[src/rtl/hcpa_pkg.sv]
// ----------------------------------------------------------------------------
// Harmonic chord profile accumulator package
// Shared widths, codes, harmonic tables and control types.
// ----------------------------------------------------------------------------
package hcpa_pkg;

    localparam int BIN_COUNT        = 12;
    localparam int BIN_IW           = 4;
    localparam int BIN_W            = 40;
    localparam int AMT_W            = 32;
    localparam int PITCH_W          = 4;
    localparam int COUNT_W          = 5;
    localparam int DECAY_W          = 17;
    localparam int SHARE_W          = 17;
    localparam int PROD_W           = AMT_W + SHARE_W;
    localparam int FRAC_W           = 16;
    localparam int ROM_DEPTH        = 64;
    localparam int ROM_AW           = 6;
    localparam int MAX_HARMONICS_DEF = 16;

    localparam logic [DECAY_W-1:0] DECAY_ONE = DECAY_W'(65536);

    localparam logic [BIN_IW-1:0] THIRD_MAJOR = BIN_IW'(4);
    localparam logic [BIN_IW-1:0] THIRD_MINOR = BIN_IW'(3);
    localparam logic [BIN_IW-1:0] FIFTH       = BIN_IW'(7);
    localparam logic [BIN_IW-1:0] LAST_CLASS  = BIN_IW'(11);

    localparam int CFG_AW = 1;
    localparam int CFG_DW = DECAY_W;
    localparam logic [CFG_AW-1:0] REG_HARMONIC_COUNT = 1'b0;
    localparam logic [CFG_AW-1:0] REG_HARMONIC_DECAY = 1'b1;

    typedef enum logic [1:0] {
        CMD_CLEAR = 2'd0,
        CMD_NOTE  = 2'd1,
        CMD_MAJOR = 2'd2,
        CMD_MINOR = 2'd3
    } cmd_t;

    typedef enum logic [2:0] {
        ST_IDLE,
        ST_NOTE_START,
        ST_HARM,
        ST_DRAIN,
        ST_FINISH
    } state_t;

    // Commands from the controller to the datapath.
    typedef struct packed {
        logic              load;
        logic              note_start;
        logic [1:0]        note_sel;
        logic              step;
        logic [ROM_AW-1:0] harm_idx;
        logic              snap;
    } ctrl_cmd_t;

    // Status from the datapath to the controller.
    typedef struct packed {
        cmd_t               item_cmd;
        logic [COUNT_W-1:0] harm_count;
    } dp_status_t;

    // Semitone offset mod 12 of each harmonic above the note.
    localparam logic [BIN_IW-1:0] HARM_OFFSET [ROM_DEPTH] = '{
        4'd0, 4'd0, 4'd7, 4'd0, 4'd3, 4'd7, 4'd9, 4'd0,
        4'd2, 4'd3, 4'd5, 4'd7, 4'd8, 4'd9, 4'd10, 4'd0,
        4'd1, 4'd2, 4'd2, 4'd3, 4'd4, 4'd5, 4'd6, 4'd7,
        4'd7, 4'd8, 4'd9, 4'd9, 4'd10, 4'd10, 4'd11, 4'd0,
        4'd0, 4'd1, 4'd1, 4'd2, 4'd2, 4'd2, 4'd3, 4'd3,
        4'd4, 4'd4, 4'd5, 4'd5, 4'd5, 4'd6, 4'd6, 4'd7,
        4'd7, 4'd7, 4'd8, 4'd8, 4'd8, 4'd9, 4'd9, 4'd9,
        4'd9, 4'd10, 4'd10, 4'd10, 4'd11, 4'd11, 4'd11, 4'd0
    };

    // Share of the weight that stays in the lower class, Q1.16.
    localparam logic [SHARE_W-1:0] HARM_LOW_SHARE [ROM_DEPTH] = '{
        17'd65536, 17'd65536, 17'd65474, 17'd65536,
        17'd2983,  17'd65474, 17'd14498, 17'd65536,
        17'd65289, 17'd2983,  17'd31412, 17'd65474,
        17'd42376, 17'd14498, 17'd2200,  17'd65536,
        17'd65140, 17'd65289, 17'd100,   17'd2983,
        17'd12863, 17'd31412, 17'd53437, 17'd65474,
        17'd11387, 17'd42376, 17'd64981, 17'd14498,
        17'd52379, 17'd2200,  17'd37858, 17'd65536,
        17'd29405, 17'd65140, 17'd27500, 17'd65289,
        17'd31385, 17'd100,   17'd40435, 17'd2983,
        17'd52801, 17'd12863, 17'd63414, 17'd31412,
        17'd1533,  17'd53437, 17'd17429, 17'd65474,
        17'd45163, 17'd11387, 17'd64767, 17'd42376,
        17'd10711, 17'd64981, 17'd45182, 17'd14498,
        17'd5,     17'd52379, 17'd23456, 17'd2200,
        17'd61033, 17'd37858, 17'd11303, 17'd65536
    };

endpackage

[src/rtl/hcpa_if.sv]
// ----------------------------------------------------------------------------
// Harmonic chord profile accumulator channels
// Valid/ready channels for input items and for profile results.
// ----------------------------------------------------------------------------
interface hcpa_item_if import hcpa_pkg::*; ();
    logic               valid;
    logic               ready;
    logic [1:0]         cmd;
    logic [PITCH_W-1:0] pitch;
    logic [AMT_W-1:0]   amount;

    modport source (output valid, output cmd, output pitch, output amount, input ready);
    modport sink   (input valid, input cmd, input pitch, input amount, output ready);
endinterface

interface hcpa_result_if import hcpa_pkg::*; ();
    logic             valid;
    logic             ready;
    logic [BIN_W-1:0] bin_c;
    logic [BIN_W-1:0] bin_cs;
    logic [BIN_W-1:0] bin_d;
    logic [BIN_W-1:0] bin_ds;
    logic [BIN_W-1:0] bin_e;
    logic [BIN_W-1:0] bin_f;
    logic [BIN_W-1:0] bin_fs;
    logic [BIN_W-1:0] bin_g;
    logic [BIN_W-1:0] bin_gs;
    logic [BIN_W-1:0] bin_a;
    logic [BIN_W-1:0] bin_as;
    logic [BIN_W-1:0] bin_b;

    modport source (
        output valid, input ready,
        output bin_c, output bin_cs, output bin_d, output bin_ds, output bin_e, output bin_f,
        output bin_fs, output bin_g, output bin_gs, output bin_a, output bin_as, output bin_b
    );
    modport sink (
        input valid, output ready,
        input bin_c, input bin_cs, input bin_d, input bin_ds, input bin_e, input bin_f,
        input bin_fs, input bin_g, input bin_gs, input bin_a, input bin_as, input bin_b
    );
endinterface

[src/rtl/harmonic_chord_profile_accumulator.sv]
// ----------------------------------------------------------------------------
// Harmonic chord profile accumulator
// Twelve saturating pitch-class bins fed with harmonically weighted notes
// and triads; the whole profile is returned after every item.
// ----------------------------------------------------------------------------
// Usage: items arrive on the item channel (cmd, pitch, amount) and one
// profile beat per item leaves on the result channel with all twelve bins.
// Configuration writes on cfg_we/cfg_addr/cfg_wdata while the block is idle.
// A clear goes from accept straight to the finish state; a single note or a
// triad runs, for each chord tone, a note start and n harmonic steps, then a
// drain state, where n is the harmonic count limited to MAX_HARMONICS. The
// next item is taken once the controller returns to idle after the result
// is loaded. The one weighting unit handles one harmonic per cycle: a table
// lookup and two 32x17 products, then a saturating add into the bins in the
// next cycle.
// Results sit in an output register; a new item is accepted while a result
// waits, and a finished profile waits in place until that register frees.
// Reset clears the bins and the handshakes and sets the harmonic count to 4
// and the decay to 39322 (about 0.6).
// ----------------------------------------------------------------------------
module harmonic_chord_profile_accumulator import hcpa_pkg::*;
#(
    parameter int MAX_HARMONICS = MAX_HARMONICS_DEF
)
(
    input  logic              clk,
    input  logic              rst_n,
    input  logic              cfg_we,
    input  logic [CFG_AW-1:0] cfg_addr,
    input  logic [CFG_DW-1:0] cfg_wdata,
    hcpa_item_if.sink         item,
    hcpa_result_if.source     result
);

    ctrl_cmd_t        ctl;
    dp_status_t       status;
    logic [BIN_W-1:0] snap_bins [BIN_COUNT];

    hcpa_ctrl #(
        .MAX_HARMONICS (MAX_HARMONICS)
    ) u_ctrl (
        .clk          (clk),
        .rst_n        (rst_n),
        .item_valid   (item.valid),
        .item_cmd     (cmd_t'(item.cmd)),
        .item_ready   (item.ready),
        .result_valid (result.valid),
        .result_ready (result.ready),
        .status       (status),
        .ctl          (ctl)
    );

    hcpa_datapath u_datapath (
        .clk       (clk),
        .rst_n     (rst_n),
        .cfg_we    (cfg_we),
        .cfg_addr  (cfg_addr),
        .cfg_wdata (cfg_wdata),
        .in_cmd    (item.cmd),
        .in_pitch  (item.pitch),
        .in_amount (item.amount),
        .ctl       (ctl),
        .status    (status),
        .snap_bins (snap_bins)
    );

    assign result.bin_c  = snap_bins[0];
    assign result.bin_cs = snap_bins[1];
    assign result.bin_d  = snap_bins[2];
    assign result.bin_ds = snap_bins[3];
    assign result.bin_e  = snap_bins[4];
    assign result.bin_f  = snap_bins[5];
    assign result.bin_fs = snap_bins[6];
    assign result.bin_g  = snap_bins[7];
    assign result.bin_gs = snap_bins[8];
    assign result.bin_a  = snap_bins[9];
    assign result.bin_as = snap_bins[10];
    assign result.bin_b  = snap_bins[11];

endmodule

[src/rtl/hcpa_datapath.sv]
// ----------------------------------------------------------------------------
// Harmonic chord profile accumulator datapath
// Item and configuration registers, two-stage harmonic weighting pipe,
// the twelve saturating class bins and the result snapshot.
// ----------------------------------------------------------------------------
module hcpa_datapath import hcpa_pkg::*;
(
    input  logic                clk,
    input  logic                rst_n,
    input  logic                cfg_we,
    input  logic [CFG_AW-1:0]   cfg_addr,
    input  logic [CFG_DW-1:0]   cfg_wdata,
    input  logic [1:0]          in_cmd,
    input  logic [PITCH_W-1:0]  in_pitch,
    input  logic [AMT_W-1:0]    in_amount,
    input  ctrl_cmd_t           ctl,
    output dp_status_t          status,
    output logic [BIN_W-1:0]    snap_bins [BIN_COUNT]
);

    logic [COUNT_W-1:0] count_reg;
    logic [DECAY_W-1:0] decay_reg;

    cmd_t               cmd_reg;
    logic [BIN_IW-1:0]  root_reg;
    logic [AMT_W-1:0]   amount_reg;

    logic [BIN_IW-1:0]  pc_reg;
    logic [AMT_W-1:0]   w_reg;

    logic               s1_valid_reg;
    logic [BIN_IW-1:0]  s1_lo_reg;
    logic [AMT_W-1:0]   s1_w_reg;
    logic [AMT_W-1:0]   s1_low_reg;

    logic [BIN_W-1:0]   bins_reg  [BIN_COUNT];
    logic [BIN_W-1:0]   bins_next [BIN_COUNT];

    logic [BIN_IW-1:0]  root_in;
    logic [BIN_IW-1:0]  third_off;
    logic [BIN_IW:0]    note_sum;
    logic [BIN_IW-1:0]  note_pc;
    logic [BIN_IW:0]    lo_sum;
    logic [BIN_IW-1:0]  lo_idx;
    logic [DECAY_W-1:0] slope;
    logic [PROD_W-1:0]  prod_low;
    logic [PROD_W-1:0]  prod_w;

    logic               wrap;
    logic [BIN_IW-1:0]  hi_idx;
    logic [AMT_W-1:0]   add_lo;
    logic [AMT_W-1:0]   add_hi;
    logic [AMT_W-1:0]   add_amt [BIN_COUNT];
    logic [BIN_W:0]     add_sum [BIN_COUNT];

    assign status.item_cmd   = cmd_reg;
    assign status.harm_count = count_reg;

    // Configuration registers.
    always_ff @(posedge clk or negedge rst_n)
    begin
        if (!rst_n)
        begin
            count_reg <= COUNT_W'(4);
            decay_reg <= DECAY_W'(39322);
        end
        else if (cfg_we)
        begin
            case (cfg_addr)
                REG_HARMONIC_COUNT: count_reg <= cfg_wdata[COUNT_W-1:0];
                REG_HARMONIC_DECAY: decay_reg <= cfg_wdata;
                default: ;
            endcase
        end
    end

    // Pitch classes 12..15 fold back into the octave.
    assign root_in = (in_pitch >= PITCH_W'(BIN_COUNT)) ? in_pitch - PITCH_W'(BIN_COUNT)
                                                       : in_pitch;

    always_ff @(posedge clk)
    begin
        if (ctl.load)
        begin
            cmd_reg    <= cmd_t'(in_cmd);
            root_reg   <= root_in;
            amount_reg <= in_amount;
        end
    end

    // Pitch class of the current chord tone.
    always_comb
    begin
        third_off = (cmd_reg == CMD_MAJOR) ? THIRD_MAJOR : THIRD_MINOR;
        case (ctl.note_sel)
            2'd1:    note_sum = {1'b0, root_reg} + {1'b0, third_off};
            2'd2:    note_sum = {1'b0, root_reg} + {1'b0, FIFTH};
            default: note_sum = {1'b0, root_reg};
        endcase
        note_pc = (note_sum >= (BIN_IW+1)'(BIN_COUNT))
                  ? BIN_IW'(note_sum - (BIN_IW+1)'(BIN_COUNT)) : note_sum[BIN_IW-1:0];
    end

    // Stage one: table lookup, lower share and decayed weight.
    assign lo_sum   = {1'b0, pc_reg} + {1'b0, HARM_OFFSET[ctl.harm_idx]};
    assign lo_idx   = (lo_sum >= (BIN_IW+1)'(BIN_COUNT))
                      ? BIN_IW'(lo_sum - (BIN_IW+1)'(BIN_COUNT)) : lo_sum[BIN_IW-1:0];
    assign slope    = (decay_reg > DECAY_ONE) ? DECAY_ONE : decay_reg;
    assign prod_low = PROD_W'(w_reg) * PROD_W'(HARM_LOW_SHARE[ctl.harm_idx]);
    assign prod_w   = PROD_W'(w_reg) * PROD_W'(slope);

    always_ff @(posedge clk)
    begin
        if (ctl.note_start)
        begin
            pc_reg <= note_pc;
            w_reg  <= amount_reg;
        end
        else if (ctl.step)
        begin
            w_reg <= prod_w[FRAC_W+AMT_W-1:FRAC_W];
        end
        if (ctl.step)
        begin
            s1_lo_reg  <= lo_idx;
            s1_w_reg   <= w_reg;
            s1_low_reg <= prod_low[FRAC_W+AMT_W-1:FRAC_W];
        end
    end

    always_ff @(posedge clk or negedge rst_n)
    begin
        if (!rst_n)
            s1_valid_reg <= 1'b0;
        else
            s1_valid_reg <= ctl.step;
    end

    // Stage two: split the weight over two neighbor classes. When the lower
    // class is the last one, the whole weight stays there.
    assign wrap   = (s1_lo_reg == LAST_CLASS);
    assign hi_idx = wrap ? '0 : s1_lo_reg + BIN_IW'(1);
    assign add_lo = wrap ? s1_w_reg : s1_low_reg;
    assign add_hi = s1_w_reg - s1_low_reg;

    always_comb
    begin
        for (int i = 0; i < BIN_COUNT; i++)
        begin
            add_amt[i] = '0;
            if (s1_valid_reg)
            begin
                if (s1_lo_reg == BIN_IW'(i))
                    add_amt[i] = add_lo;
                else if (!wrap && hi_idx == BIN_IW'(i))
                    add_amt[i] = add_hi;
            end
            add_sum[i]   = {1'b0, bins_reg[i]} + (BIN_W+1)'(add_amt[i]);
            bins_next[i] = add_sum[i][BIN_W] ? {BIN_W{1'b1}} : add_sum[i][BIN_W-1:0];
        end
    end

    always_ff @(posedge clk or negedge rst_n)
    begin
        if (!rst_n)
        begin
            for (int i = 0; i < BIN_COUNT; i++)
                bins_reg[i] <= '0;
        end
        else if (ctl.load && cmd_t'(in_cmd) == CMD_CLEAR)
        begin
            for (int i = 0; i < BIN_COUNT; i++)
                bins_reg[i] <= '0;
        end
        else
        begin
            for (int i = 0; i < BIN_COUNT; i++)
                bins_reg[i] <= bins_next[i];
        end
    end

    // Result register, loaded once the profile is final.
    always_ff @(posedge clk)
    begin
        if (ctl.snap)
        begin
            for (int i = 0; i < BIN_COUNT; i++)
                snap_bins[i] <= bins_reg[i];
        end
    end

endmodule

[src/rtl/hcpa_ctrl.sv]
// ----------------------------------------------------------------------------
// Harmonic chord profile accumulator controller
// Sequences chord tones and harmonics and owns the channel handshakes.
// ----------------------------------------------------------------------------
module hcpa_ctrl import hcpa_pkg::*;
#(
    parameter int MAX_HARMONICS = MAX_HARMONICS_DEF
)
(
    input  logic       clk,
    input  logic       rst_n,
    input  logic       item_valid,
    input  cmd_t       item_cmd,
    output logic       item_ready,
    output logic       result_valid,
    input  logic       result_ready,
    input  dp_status_t status,
    output ctrl_cmd_t  ctl
);

    localparam int CW = $clog2(MAX_HARMONICS + 1);
    localparam int LW = (CW > COUNT_W) ? CW : COUNT_W;

    state_t            state_reg;
    state_t            state_next;
    logic [1:0]        note_reg;
    logic [1:0]        note_next;
    logic [CW-1:0]     harm_reg;
    logic [CW-1:0]     harm_next;
    logic              out_valid_reg;
    logic              out_valid_next;

    logic [LW-1:0]     count_ext;
    logic [LW-1:0]     limit_ext;
    logic [CW-1:0]     limit;
    logic [1:0]        last_note;
    logic              harm_more;
    logic              can_snap;
    logic [CW+ROM_AW-1:0] harm_ext;

    assign count_ext = LW'(status.harm_count);
    assign limit_ext = (count_ext > LW'(MAX_HARMONICS)) ? LW'(MAX_HARMONICS) : count_ext;
    assign limit     = limit_ext[CW-1:0];
    assign last_note = (status.item_cmd == CMD_NOTE) ? 2'd0 : 2'd2;
    assign harm_more = (harm_reg < limit);
    assign can_snap  = !out_valid_reg || result_ready;
    assign harm_ext  = (CW+ROM_AW)'(harm_reg);

    always_ff @(posedge clk or negedge rst_n)
    begin
        if (!rst_n)
        begin
            state_reg     <= ST_IDLE;
            note_reg      <= '0;
            harm_reg      <= '0;
            out_valid_reg <= 1'b0;
        end
        else
        begin
            state_reg     <= state_next;
            note_reg      <= note_next;
            harm_reg      <= harm_next;
            out_valid_reg <= out_valid_next;
        end
    end

    // Next state and counters.
    always_comb
    begin
        state_next = state_reg;
        note_next  = note_reg;
        harm_next  = harm_reg;
        case (state_reg)
            ST_IDLE:
            begin
                if (item_valid)
                begin
                    note_next  = '0;
                    state_next = (item_cmd == CMD_CLEAR) ? ST_FINISH : ST_NOTE_START;
                end
            end
            ST_NOTE_START:
            begin
                harm_next  = '0;
                state_next = ST_HARM;
            end
            ST_HARM:
            begin
                if (harm_more)
                    harm_next = harm_reg + CW'(1);
                else if (note_reg != last_note)
                begin
                    note_next  = note_reg + 2'd1;
                    state_next = ST_NOTE_START;
                end
                else
                    state_next = ST_DRAIN;
            end
            ST_DRAIN:
                state_next = ST_FINISH;
            ST_FINISH:
            begin
                if (can_snap)
                    state_next = ST_IDLE;
            end
            default:
                state_next = ST_IDLE;
        endcase
    end

    // Outputs to the datapath and the channels.
    always_comb
    begin
        ctl            = '0;
        ctl.note_sel   = note_reg;
        ctl.harm_idx   = harm_ext[ROM_AW-1:0];
        item_ready     = 1'b0;
        out_valid_next = out_valid_reg && !result_ready;
        case (state_reg)
            ST_IDLE:
            begin
                item_ready = 1'b1;
                ctl.load   = item_valid;
            end
            ST_NOTE_START:
                ctl.note_start = 1'b1;
            ST_HARM:
                ctl.step = harm_more;
            ST_DRAIN: ;
            ST_FINISH:
            begin
                if (can_snap)
                begin
                    ctl.snap       = 1'b1;
                    out_valid_next = 1'b1;
                end
            end
            default: ;
        endcase
    end

    assign result_valid = out_valid_reg;

endmodule
[src/flat_wrapper.sv]
// flat-port wrapper written by rule: the top's interface ports become plain ports
module harmonic_chord_profile_accumulator_flat import hcpa_pkg::*;
#(
    parameter int MAX_HARMONICS = MAX_HARMONICS_DEF
)
  (clk, rst_n, cfg_we, cfg_addr, cfg_wdata, item_valid, item_cmd, item_pitch, item_amount, item_ready, result_valid, result_ready, result_bin_c, result_bin_cs, result_bin_d, result_bin_ds, result_bin_e, result_bin_f, result_bin_fs, result_bin_g, result_bin_gs, result_bin_a, result_bin_as, result_bin_b);
  hcpa_item_if item_i ();
  hcpa_result_if result_i ();
  input  logic clk;
  input  logic rst_n;
  input  logic cfg_we;
  input  logic [CFG_AW-1:0] cfg_addr;
  input  logic [CFG_DW-1:0] cfg_wdata;
  input wire logic [$bits(item_i.valid)-1:0] item_valid;
  input wire logic [$bits(item_i.cmd)-1:0] item_cmd;
  input wire logic [$bits(item_i.pitch)-1:0] item_pitch;
  input wire logic [$bits(item_i.amount)-1:0] item_amount;
  output wire logic [$bits(item_i.ready)-1:0] item_ready;
  output wire logic [$bits(result_i.valid)-1:0] result_valid;
  input wire logic [$bits(result_i.ready)-1:0] result_ready;
  output wire logic [$bits(result_i.bin_c)-1:0] result_bin_c;
  output wire logic [$bits(result_i.bin_cs)-1:0] result_bin_cs;
  output wire logic [$bits(result_i.bin_d)-1:0] result_bin_d;
  output wire logic [$bits(result_i.bin_ds)-1:0] result_bin_ds;
  output wire logic [$bits(result_i.bin_e)-1:0] result_bin_e;
  output wire logic [$bits(result_i.bin_f)-1:0] result_bin_f;
  output wire logic [$bits(result_i.bin_fs)-1:0] result_bin_fs;
  output wire logic [$bits(result_i.bin_g)-1:0] result_bin_g;
  output wire logic [$bits(result_i.bin_gs)-1:0] result_bin_gs;
  output wire logic [$bits(result_i.bin_a)-1:0] result_bin_a;
  output wire logic [$bits(result_i.bin_as)-1:0] result_bin_as;
  output wire logic [$bits(result_i.bin_b)-1:0] result_bin_b;
  assign item_i.valid = item_valid;
  assign item_i.cmd = item_cmd;
  assign item_i.pitch = item_pitch;
  assign item_i.amount = item_amount;
  assign item_ready = item_i.ready;
  assign result_valid = result_i.valid;
  assign result_i.ready = result_ready;
  assign result_bin_c = result_i.bin_c;
  assign result_bin_cs = result_i.bin_cs;
  assign result_bin_d = result_i.bin_d;
  assign result_bin_ds = result_i.bin_ds;
  assign result_bin_e = result_i.bin_e;
  assign result_bin_f = result_i.bin_f;
  assign result_bin_fs = result_i.bin_fs;
  assign result_bin_g = result_i.bin_g;
  assign result_bin_gs = result_i.bin_gs;
  assign result_bin_a = result_i.bin_a;
  assign result_bin_as = result_i.bin_as;
  assign result_bin_b = result_i.bin_b;
  harmonic_chord_profile_accumulator #(.MAX_HARMONICS(MAX_HARMONICS)) u_core (.clk(clk), .rst_n(rst_n), .cfg_we(cfg_we), .cfg_addr(cfg_addr), .cfg_wdata(cfg_wdata), .item(item_i), .result(result_i));
endmodule
[config.mk]
export PLATFORM = sky130hd
export DESIGN_NAME = harmonic_chord_profile_accumulator_flat
export DESIGN_NICKNAME = d
export VERILOG_FILES = /design/src/rtl/hcpa_pkg.sv /design/src/rtl/hcpa_if.sv /design/src/rtl/harmonic_chord_profile_accumulator.sv /design/src/rtl/hcpa_datapath.sv /design/src/rtl/hcpa_ctrl.sv /design/src/flat_wrapper.sv
export SDC_FILE = /design/constraint.sdc
export NUM_CORES = 2
export LEC_CHECK = 0
export ABC_AREA = 1
export BUFFER_PORTS_ARGS = -buffer_cell sky130_fd_sc_hd__buf_2
export CORE_UTILIZATION = 35
export DETAILED_ROUTE_END_ITERATION = 7
export GPL_TIMING_DRIVEN = 0
export RECOVER_POWER = 100
export SLEW_MARGIN = 20
export SYNTH_ARGS = -nofsm -noshare
export SYNTH_HDL_FRONTEND = slang
export SYNTH_SLANG_ARGS = --single-unit
[constraint.sdc]
create_clock -name clk -period 25.1 [get_ports clk]
set_clock_uncertainty 0.15 [all_clocks]
set_input_delay 5.02 -clock clk [delete_from_list [all_inputs] [get_ports clk]]
set_output_delay 5.02 -clock clk [all_outputs]
set_load 0.1 [all_outputs]
---- Yosys cells after proc, flatten, opt, wreduce, memory -nomap -nowiden ----
Memory sizes are Yosys's and may differ from the RTL's.
Cells that the tools add are included.
word-level totals
  logic and storage cells ................. 225
  output and inout port bits .............. 482
  ROM bits ................................ 1344
  memories ................................ 2
  bits of input ports ..................... 61
  flip-flop bits (word level) ............. 1136
cells by class
  equality and inequality tests ........... 36
  bitwise operators ....................... 2
  reductions and logical operators ........ 30
  magnitude comparators ................... 7
  muxes and demuxes ....................... 85
  add/sub/neg operators ................... 22
  multiply operators ...................... 2
memories
  memory           depth  width  rd ports  clocked after Yosys merged registers in  wr ports  RTL line              text
  (no name shown)  64     17     1         0                                        0         hcpa_datapath.sv:109  assign prod_low = PROD_W'(w_reg) * PROD_W'(HARM_LOW_SHARE[ctl.harm_idx]);
  (no name shown)  64     4      1         0                                        0         hcpa_datapath.sv:105  assign lo_sum = {1'b0, pc_reg} + {1'b0, HARM_OFFSET[ctl.harm_idx]};
operators by type and width
  cell                  count
  $mux 32               39
  $add 40x32->41        12
  $mux 40               12
  $mux 480              1
  $mul 32x17->48        2
  $mux 17               3
  $eq 4x3->1 const B    8
  $eq 4x4->1 const B    8
  $sub 32x32->32        1
  $mux 4                6
  $pmux 5 s2            2
  $gt 17x17->1 const B  1
  $eq 4x2->1 const B    4
  $mux 3                5
  $pmux 3 s5            1
  $logic_and 1x1->1     14
  $sub 4x4->4 const B   3
  $ge 5x4->1 const B    2
  $mux 2                5
  $mux 5                2
  $ne 2x2->1 const B    5
  $eq 4x1->1 const B    2
  $logic_not 4->1       2
  $mux 1                8
  27 further kinds      36

---- Depth between registers and ports, before layout ----
  depth in word-level cells ............... 10
  mapped depth ............................ 37
  gate-level depth less buffers ........... 36

---- Hierarchy ----
From an unflattened synthesis, not the netlist that was laid out.
unflattened totals
  cell total of the unflattened synthesis .. 15103
  area total of the unflattened synthesis .. 113138.5 um^2
by module, submodules not included
  module         cells an instance  instances  area an instance (um^2)  seq. area each (um^2)
  hcpa_datapath  14994              1          112340.2                 31276.2
  hcpa_ctrl      109                1          798.3                    275.3

---- Least setup slack after synthesis ----
OpenSTA, ideal clock, no wires.
  path kind ............................... input -> register
  start ................................... input result_ready
  end ..................................... register u_core.u_datapath.snap_bins[0] (netlist bit), enable pin
  setup time .............................. 1488 ps
  data arrival time ....................... 28076 ps
  cell stages on the path ................. 2
  buffers on the path ..................... 0
  setup slack ............................. -4615 ps
  path through ............................ inv_1 -> a21oi_1
RTL lines
  item                           RTL line              text
  start, declared                flat_wrapper.sv:20    input wire logic [$bits(result_i.ready)-1:0] result_ready;
  end signal, assigned by index  hcpa_datapath.sv:188  snap_bins[i] <= bins_reg[i];
  end, declared                  hcpa_datapath.sv:18   output logic [BIN_W-1:0] snap_bins [BIN_COUNT]

==> summary.txt <==
Status
  – Status: finished with violations
  – Failing checks: max-capacitance violations, max-slew violations

GRT
  – GR Overflow Total: 0
  – Initial antenna violation count: 54
  – Largest net degree at the start of global routing: slightly below 90
  – Vias in the first global route: 102300
  – GRT Resource Usage Total: 29.18%
  – First-pass GRT wire length: a little under 700 mm

Yosys
  – Post-synthesis mux area share: 0.02009%
  – Yosys top cell area share: between 10% and 20%
  – Synthesized net count: roughly 17000
  – Sequential share of the synthesized area: ~28%
  – Post-synth EDFFs: 622
  – Asr flop ratio synth: 45.25%
  – Post-Syn Area: 112100 um^2
  – Predominant post-synthesis flop cell: edfxtp_1
  – Cell variety after synth: a little under 60
  – XOR/XNOR share of the synthesized area: about 2.2%
  – Dominant cells by area after synthesis: edfxtp_1 17%, fa_1 16%, nand2_1 14%
  – Top-count cell post-synth: nand2_1
  – Post-synthesis simple-gate area fraction: 24.99%
  – Synth Area in Adders: a little under a quarter
  – Compound-Gate Fraction of Synth Area: about 11%
  – Cells after synthesis: 14910
  – Synth area leader: edfxtp_1
  – YS warnings: 0
  – Most frequent cells after synthesis: 4054 x nand2_1, 2276 x inv_1, 1494 x nor2_1
  – Synth Register Bits: ~1100
  – Largest family of logic cells by synthesized area: simple AND/OR/NAND/NOR gates
  – Post-Syn Area per Cell: approximately 7.5 um^2

Placement
  – DPL Wire Length: approximately 400 mm
  – RD Place Congestion: between 1 and 1.5
  – IO Port Bufs: around 540

Worst hold path
  – Worst min path class: reg -> reg
  – Hold depth: 0
  – Worst Hold Launch: u_core.u_datapath.bins_reg[256]
  – Hold Path Sink: u_core.u_datapath.snap_bins[256]

Layout
  – Final nets: ~17000
  – Share of cells above drive strength 1: between 4 and 5%
  – Area grow syn2layout: 10.78%

Job
  – Max cap viols: 11

STA
  – Tmin final: approximately 15 ns
  – Final hold vios: 0
  – Max Slew Vio Count: a little under 500
  – RSZ-0062 raised after global routing: no
  – Slew HR: -228.6%
  – Final number of setup-violating endpoints: 0
  – Final period util: 58.76%
  – Fmax: about 68 MHz
  – Setup TNS: 0 ns
  – Slew @ Worst Pin: between 4 and 5 ns

Route
  – Starting DRT DRC Count: roughly 11000
  – Routed length per instance: between 20 and 25 um
  – Via Count: approximately 110k
  – Vias per cell: 5.333
  – Drc violations: 0
  – WL final: approximately 480 mm
  – Routed Antenna Nets: 0
  – DR pass1 iterations: 8

CTS
  – Total CTS buffers: roughly 140
  – Clk buf depth: 4
  – CTS tree: yes
  – Insertion delay to the later sink of the worst-skew pair: 0.90 ns
  – Clock root cell: clkbuf_16
  – Cts hold-fix bufs: 0
  – Num Clock Sinks: roughly 1100
  – Post-CTS Resized: 0
  – H-tree depth: 4
  – Post-CTS Setup Inserts: 0
  – Clock transition at the registers of the reported paths: roughly 0.06 ns

Setup path
  – Kind of critical path: in -> async
  – Endpoint class of the critical path: async pin
  – Max FO, Critical Path: 83
  – Critical Path AT: around 15 ns
  – FF-to-FF End: u_core.u_datapath.s1_low_reg[28]
  – Worst Path Required: approximately 25 ns
  – Startpoint types: primary input
  – RR Startpoint: u_core.u_ctrl.harm_reg[2]
  – R2R depth: 31
  – R2R setup slack: about 15 ns

Floorplanning
  – Core ar.: ~320000 um^2
  – Rows: just over 200
  – Die ar.: approximately 320000 um^2
  – IO Pins: roughly 540
  – Initial core utilization: around a third
  – Die width: approximately 570 um
  – Die Ht: ~570 um
metal layers:
metal | wire [um] | GRT usage (%)
met4 | 34410 | 17.16
met1 | 196200 | 37.62
met2 | 206700 | 44.89
met5 | 376 | 0
met3 | 43570 | 6.413
per-stage QoR:
stage               cells  setup WS, ns  util, %  hold slack (ns)  area (um^2)
finish              19940         10.35    39.01           0.2868       124200
global route        19930         8.236    39.00           0.3018       124100
CTS                 19930         16.28    39.50           0.2861       125700
detailed placement  19670         16.30    38.02           0.2897       121000
global placement    19630       -0.6135    37.71           0.2867       120000
floorplan           14910         6.280        -           0.2744       112100
worst max path at each step:
stage | start | to | slack [ns] | cells after the start
after CTS | u_core.u_ctrl.harm_reg[2] | u_core.u_datapath.s1_low_reg[28] | 16.28 | 31
after detailed placement | u_core.u_ctrl.harm_reg[2] | u_core.u_datapath.s1_low_reg[28] | 16.30 | 31
after global placement | result_ready | u_core.u_datapath.snap_bins[271] | -0.61 | 3
after floorplan | result_ready | u_core.u_datapath.snap_bins[0] | 6.28 | 2
final | rst_n | u_core.u_datapath.decay_reg[13] | 10.35 | 3
after global routing | rst_n | u_core.u_datapath.decay_reg[14] | 8.24 | 3
cells by family after synthesis:
group	after synthesis
xor+xnor	286
buf+inv	2821
mux	2
compound gates	2228
fa+ha+maj	1586
flops	1136
simple gates	6853
cells in the final DEF (no fill, tap or decap), types with 16 or more instances in the layout:
master      instances
clkinv_2           17
o21bai_1           64
buf_1              38
nor3b_1            23
a21oi_1          1342
clkbuf_1          831
nand4_1           167
nor4_1             17
clkbuf_2           16
o211ai_1           30
ha_1              679
buf_2             184
nand3b_1           70
buf_6              30
xor2_1             81
xnor2_1           205
nand2_1          4054
nand2_2            40
buf_4              18
nand3_1           834
edfxtp_1          622
dfrtp_1           505
a21o_1             31
clkinvlp_4         16
a31oi_1            48
nor2_1           1495
inv_1            2279
clkbuf_16         145
fa_1              907
a21oi_2            87
a21boi_0           16
or2_2              21
nor3_1             90
o21ai_0           527
o21a_1             38
clkinv_1           22
critical path, stage by stage:
cell and delay (ns):
clkbuf_1 3.06, clkbuf_1 3.63, clkbuf_1 2.79
area by class of cell:
class | instances | area (um^2)
diodes | 15 | 37.54
plain buffers | 525 | 2456
clock buffers | 165 | 3734
clock inverters | 90 | 957.2
fillers | 33820 | 194100
inverters | 2296 | 8620
multi-input cells | 10960 | 69290
flip-flops and latches | 1136 | 31550
well taps | 4180 | 5230
repair buffers | 578 | 2286
Power is not shown: default switching activity piles up to over one toggle a cycle in this logic, so the estimate is an artifact.
